$ cat config.mk
export PLATFORM = sky130hd
export DESIGN_NAME = asbfd_ctrl
export DESIGN_NICKNAME = d
export VERILOG_FILES = /design/src/design/asbfd_pkg.sv /design/src/design/asbfd_ctrl.sv
export SDC_FILE = /design/constraint.sdc
export NUM_CORES = 1
export LEC_CHECK = 0
export ABC_AREA = 0
export BUFFER_PORTS_ARGS = -buffer_cell sky130_fd_sc_hd__buf_2
export CORE_AREA = 2 2 39 41
export DETAILED_ROUTE_END_ITERATION = 6
export DIE_AREA = 0 0 41 43
export GPL_TIMING_DRIVEN = 0
export SYNTH_ARGS = -nofsm -noshare
export SYNTH_HDL_FRONTEND = slang
export SYNTH_SLANG_ARGS = --single-unit
$ cat constraint.sdc
create_clock -name clock -period 1.1 [get_ports clock]
set_clock_uncertainty 0.1 [all_clocks]
set_input_delay 0.165 -clock clock [delete_from_list [all_inputs] [get_ports clock]]
set_output_delay 0.165 -clock clock [all_outputs]
set_load 0.02 [all_outputs]
$ cat src/design/asbfd_pkg.sv
// Shared types, constants and helpers for the access splitter.
// Used by every file of the block; depends on nothing.
package asbfd_pkg;

   // field widths
   localparam int OFF_W        = 48;
   localparam int LEN_W        = 31;
   localparam int SLOT_W       = 32;
   localparam int CNT_W        = 7;
   localparam int RANK_FIELD_W = 6;
   localparam int IDX_FIELD_W  = 6;
   localparam int FUNC_W       = 2;
   localparam int CSR_IDX_W    = 2;
   localparam int CSR_DATA_W   = 48;

   // default sizes
   localparam int MAX_DOMAINS_DEF = 64;
   localparam int MAX_RANKS_DEF   = 64;

   // request function codes
   localparam logic [FUNC_W-1:0] FUNC_LOAD  = 2'd0;
   localparam logic [FUNC_W-1:0] FUNC_SPLIT = 2'd1;
   localparam logic [FUNC_W-1:0] FUNC_CLEAR = 2'd2;

   // configuration register indexes
   localparam logic [CSR_IDX_W-1:0] REG_MIN_OFFSET   = 2'd0;
   localparam logic [CSR_IDX_W-1:0] REG_DOMAIN_SIZE  = 2'd1;
   localparam logic [CSR_IDX_W-1:0] REG_MAX_END      = 2'd2;
   localparam logic [CSR_IDX_W-1:0] REG_DOMAIN_COUNT = 2'd3;

   // index width for a table of the given depth
   function automatic int idx_width(input int depth);
      return (depth > 1) ? $clog2(depth) : 1;
   endfunction

   typedef enum logic [2:0] {
      ST_IDLE,
      ST_START,
      ST_DIV,
      ST_END,
      ST_CLIP,
      ST_LEN,
      ST_EMIT
   } asbfd_state_type;

   typedef struct packed {
      logic accept;
      logic start;
      logic calc_end;
      logic calc_clip;
      logic calc_len;
      logic emit;
   } asbfd_cmd_type;

   typedef struct packed {
      logic [FUNC_W-1:0] func;
      logic              len_zero;
      logic              pre_bad;
      logic              div_done;
      logic              out_free;
      logic              item_done;
   } asbfd_status_type;

   typedef struct packed {
      logic [FUNC_W-1:0]      func;
      logic [IDX_FIELD_W-1:0] map_index;
      logic [RANK_FIELD_W-1:0] map_rank;
      logic [OFF_W-1:0]       access_offset;
      logic [LEN_W-1:0]       access_length;
   } asbfd_req_type;

   typedef struct packed {
      logic [RANK_FIELD_W-1:0] rank;
      logic [OFF_W-1:0]        piece_offset;
      logic [LEN_W-1:0]        piece_length;
      logic [SLOT_W-1:0]       slot;
      logic [OFF_W-1:0]        first_buffer_index;
      logic [CNT_W-1:0]        ranks_in_use;
      logic                    last;
      logic                    error;
   } asbfd_rsp_type;

endpackage

$ cat src/design/asbfd_ctrl.sv
// Controller state machine of the access splitter: sequences each piece.
// Depends on asbfd_pkg for the state type and command/status structs.
module asbfd_ctrl (
   input  logic                        clock,
   input  logic                        reset,
   input  logic                        req_valid,
   output logic                        req_ready,
   input  asbfd_pkg::asbfd_status_type status,
   output asbfd_pkg::asbfd_cmd_type    cmd
);
   import asbfd_pkg::*;

   asbfd_state_type state_ff, state_in;

   // next state
   always_comb begin
      state_in = state_ff;
      unique case (state_ff)
         ST_IDLE: begin
            if (req_valid && (status.func == FUNC_SPLIT) && !status.len_zero) begin
               state_in = ST_START;
            end
         end
         ST_START: begin
            state_in = status.pre_bad ? ST_EMIT : ST_DIV;
         end
         ST_DIV: begin
            if (status.div_done) begin
               state_in = ST_END;
            end
         end
         ST_END:  state_in = ST_CLIP;
         ST_CLIP: state_in = ST_LEN;
         ST_LEN:  state_in = ST_EMIT;
         ST_EMIT: begin
            if (status.out_free) begin
               state_in = status.item_done ? ST_IDLE : ST_START;
            end
         end
         default: state_in = ST_IDLE;
      endcase
   end

   // commands
   always_comb begin
      cmd       = '0;
      req_ready = 1'b0;
      unique case (state_ff)
         ST_IDLE: begin
            req_ready  = 1'b1;
            cmd.accept = req_valid;
         end
         ST_START: cmd.start     = 1'b1;
         ST_DIV:   cmd           = '0;
         ST_END:   cmd.calc_end  = 1'b1;
         ST_CLIP:  cmd.calc_clip = 1'b1;
         ST_LEN:   cmd.calc_len  = 1'b1;
         ST_EMIT:  cmd.emit      = status.out_free;
         default:  cmd           = '0;
      endcase
   end

   always_ff @(posedge clock) begin
      if (reset) begin
         state_ff <= ST_IDLE;
      end else begin
         state_ff <= state_in;
      end
   end

endmodule

# Yosys cells after proc, flatten, opt, wreduce, memory -nomap -nowiden
# Cells that the tools add are included.
word_totals:
  latch_bits: 0
  ram_bits: 0
  mem_count: 0
  output_inout_bits: 7
  register_bits: 3
  rom_bits: 0
op_classes:
  bitwise_logic: 0
  reduce_logical: 5
  shifts: 0
  multipliers: 0
  n_eq_ne: 10
  magnitude_cmp: 0
  n_mux: 13
  addsub: 0
  div_mod_pow: 0
ops:
  columns: ["op", "n"]
  rows:
  - ["3-bit case mux with 7 select lines", 1]
  - ["3-bit two-way mux", 4]
  - ["3-bit equality test, second input constant", 3]
  - ["1-bit two-way mux", 8]
  - ["3-bit by 2-bit equality test with 1-bit output, second input constant", 2]
  - ["2-bit != test, second input constant", 3]
  - ["3-bit by 1-bit equality test with 1-bit output, second input constant", 1]
  - ["3-bit zero test", 1]
  - ["3-bit AND reduction", 1]
  - ["2-bit by 1-bit equality test with 1-bit output, second input constant", 1]
  - ["1-bit logical AND", 2]
  - ["1-bit zero test", 1]

# Longest topological paths before layout
logic_depth:
  word_depth: 5
  mapped_depth: 4

# Worst setup path before layout
# No wires, ideal clock.
synth_timing:
  path_type: "register -> output"
  start: "register state_ff[1]"
  end: "output port cmd[5] in the netlist's numbering"
  required_time_ps: 835
  arrival_ps: 1072
  path_stages_with_launch: 4
  setup_slack_ps: -237
  path_buffers: 1
  cell_sequence: "dfxtp_1 -> buf_6 -> nor3_2 -> and2_1"
synth_lines:
  columns: ["element", "line_no", "rtl"]
  rows:
  - ["start: declaration", "asbfd_ctrl.sv:13", "asbfd_state_type state_ff, state_in;"]
  - ["start signal: assignment", "asbfd_ctrl.sv:67", "state_ff <= state_in;"]
  - ["end: declaration", "asbfd_ctrl.sv:9", "output asbfd_pkg::asbfd_cmd_type cmd"]

==> metrics.md <==
| Metric | Value |
|---|---|
| Status | complete, but fails checks |
| Violated checks | negative setup slack |
| Setup CP Type | reg -> out |
| Initial DRC Count | 5 |
| RR Endpoint | state_ff[0]$_SDFFE_PP0P_ |
| Relative slew slack | 83.82% |
| R2R depth | 4 |
| Routability Congestion | around 0.75 |
| Register share of total power | between 20 and 30% |
| Adder-Cell Fraction of Synth Area | 0% |
| DRC Markers | 0 |
| Area growth, synth to finish | 123.4% |
| Max clock buf depth | 2 |
| Cell with the most instances after synthesis | nor2b_1 |
| Max Clk Rate | between 700 and 800 MHz |
| Final-stage net count | 67 |
| Pre-CTS setup slack | -0.1529 ns |
| DPL Wire Length | ~500 microns |
| Max reg flops | 3 |
| Final instance area | around 510 sq um |
| WHS Endpoint | state_ff[2]$_SDFFE_PP0P_ |
| Number of setup violations in the final report | 9 |
| Fin crit period | approximately 1.3 ns |
| Number of synthesis warnings | 0 |
| I/O Buffers | 16 |
| Post-synthesis mux area share | 0% |
| #FFs+latches synth | 3 |
| Initial core utilization | 16.64% |
| Crit end category | output pin |
| Clock-pin slew on the worst setup and hold paths | approximately 0.04 ns |
| Worst Hold Class | in -> reg |
| Via density | 4.222 |
| Seq/Total Area, Yosys | roughly a quarter |
| FP Rows | 14 |
| Max cap viols | 0 |
| Max VDD drop | around 460 uV |
| Synth Area in XOR/XNOR | 0% |
| Antenna Violating Nets Remaining | 0 |
| Number of enable flip-flop cells after synthesis | 0 |
| Initial antenna violation count | 0 |
| WL final | between 700 and 800 microns |
| Fillcell total | 150 |
| Length of the first detailed-routing pass in iterations | 4 |
| Util after Layout | 37.16% |
| Post-Synth Simple-Gate Area | between 40% and 50% |
| Yosys cell types | 19 |
| CP Max Fanout | 7 |
| Die Y | roughly 43 microns |
| Top cells by count, synth | 4 x nor2b_1, 3 x dfxtp_1, 3 x nand2_1, 3 x nor2_1 |
| Critical Path RT | 0.83 ns |
| Internal Power | 309.6 uW |
| CTS tree | done |
| Setup crit start kind | register |
| Via count | 304 |
| Multi-input gate area | between 200 and 250 sq um |
| Ant diodes | 0 |
| Slew Limit Fails | 0 |
| Flop-to-flop setup slack | -0.17 ns |
| Yosys top cell area share | 26.09% |
| Synth area leader | dfxtp_1 |
| Global-route wire length before repair | 1297 microns |
| Skew-Pair Late Insertion Delay | approximately 0.23 ns |
| Switching share of power | approximately a quarter |
| Switching Power | about 110 uW |
| Critical Path AT | 1.08 ns |
| Die ar. | around 1800 sq um |
| Post-route setup slack | -0.2423 ns |
| Power share of the combinational group | between 20% and 30% |
| Worst Tran Pin Value | 0.2409 ns |
| GRT Resource Usage Total | between 10 and 15% |
| Hold_sp | reset |
| H-tree levels | 1 |
| Largest net degree at the start of global routing | 11 |
| Share of layout cells above drive strength 1 | a little over two thirds |
| Largest regs | state_ff: 3 flops |
| Area contributors post-synth | dfxtp_1 26%, nor2b_1 11%, and2_1 5.4% |
| Num CTS Buffers | 3 |
| GR Overflow Total | 0 |
| Most used DFF post-synth | dfxtp_1 |
| Top reg by flops | state_ff |
| Unrepaired setup endpoints after global routing | true |
| Synthesized area per cell | 7.426 sq um |
| Clock power frac | 45.8% |
| Syn_nets | just over 40 |
| R2R Path Start | state_ff[1]$_SDFFE_PP0P_ |
| FFs w/ async S/R, synth | 0% |
| Io pins | 17 |
| Post-Syn Area | 230.2 sq um |
| Storage cell area | about 71 sq um |
| Static Leak | between 0.0002 and 0.00025 uW |
| Final Hold Fails | 0 |
| Post-Synthesis Cells | 31 |
| Hold path depth | 3 |
| Post-DP Area | 361.6 sq um |
| Largest family of logic cells by synthesized area | simple AND/OR/NAND/NOR gates |
| Power per Cell Area | slightly above 800 nW/um^2 |
| Vias in the first global route | 321 |
| Post-synthesis compound-gate area fraction | between 10% and 20% |
| Die width | about 41 microns |
| Ratio of final minimum period to clock period | 122.0% |
| Placeable Area | ~1400 sq um |
| Root buffer cell | clkbuf_4 |
| Clock sinks | 3 |
| Routed WL per cell | roughly 11 microns |
==> worst max-delay path by stage <==
stage / endpoint / slack (ns) / start / cells past startpoint
floorplan: cmd[5] / -0.11 / state_ff[1]$_SDFFE_PP0P_ / 3
global placement: cmd[2] / -0.13 / state_ff[2]$_SDFFE_PP0P_ / 3
detailed placement: cmd[2] / -0.15 / state_ff[2]$_SDFFE_PP0P_ / 3
CTS: cmd[0] / -0.29 / state_ff[1]$_SDFFE_PP0P_ / 4
global route: cmd[2] / -0.30 / state_ff[2]$_SDFFE_PP0P_ / 3
finish: cmd[0] / -0.24 / state_ff[1]$_SDFFE_PP0P_ / 3
==> metal layers <==
metal	up-vias	track usage [%]	part of all wire, %
met5	-	0	0
li1	157	-	-
met3	0	5.236	7.1
met4	0	6.000	0
met1	135	12.50	39
met2	12	16.88	53
==> metrics by stage <==
step | TNS (ns) | cells | power [uW] | hold slack [ns]
after floorplan | -0.2512 | 31 | 166.4 | 0.1374
after global placement | -0.6066 | 63 | 194.8 | 0.2476
after detailed placement | -0.6997 | 63 | 195.9 | 0.2503
after CTS | -1.832 | 72 | 425.2 | 0.09772
after global routing | -2.180 | 72 | 442.3 | 0.1411
final | -1.686 | 72 | 415.8 | 0.1277
==> what timing repair did <==
item | in CTS | in global routing
endpoints found under the hold margin | 1 | 0
pin swaps | 4 | 5
hold buffers | 1 | 0
setup endpoints to repair | 10 | 9
buffers inserted | 4 | 1
gates resized for setup | 23 | 3
==> critical path, cell delays in order (launching register included) <==
cell and delay (ns):
dfxtp_4 0.40, nor2b_4 0.17, and3_4 0.17, buf_6 0.11
==> cell type report <==
| type | count | share of cell area [%] |
|---|---|---|
| plain buffers | 1 | 2.190 |
| multi-input cells | 25 | 39.90 |
| clock buffers | 4 | 5.109 |
| inverters | 1 | 0.7299 |
| well taps | 16 | 3.893 |
| repair buffers | 22 | 34.31 |
| flip-flops and latches | 3 | 13.87 |
==> placed cells by master (no fill, tap or decap) <==
master	n
and4bb_2	1
nor4_2	1
a21o_1	1
buf_6	6
nor3b_2	1
buf_2	9
clkbuf_4	3
and2_4	2
o21a_1	1
buf_12	1
clkbuf_1	1
and3_4	1
nor2b_1	1
dlygate4sd3_1	1
inv_1	1
buf_4	6
dfxtp_4	3
nand2_1	3
o211ai_1	1
nor3_4	1
a21oi_1	2
nor3_1	1
o21ai_1	1
nor3_2	1
nor2b_4	3
nor2_1	3
==> power by group through the flow <==
stage | Combinational (uW) | Clock (uW) | Sequential [uW]
floorplan | 47.5 | 0 | 119
finish | 108 | 191 | 118
CTS | 109 | 201 | 115
global placement | 75.1 | 0 | 120
global route | 117 | 207 | 119
detailed placement | 76.0 | 0 | 120
==> cell families (layout without fill, tap and decap cells) <==
kind of cell / Yosys count / in the layout
AND/OR/NAND/NOR: 19 / 19
AO/OA/AOI/OAI: 6 / 6
buffers and inverters: 3 / 28
flip-flops: 3 / 3
No activity file was read; power rests on OpenSTA's default activity.
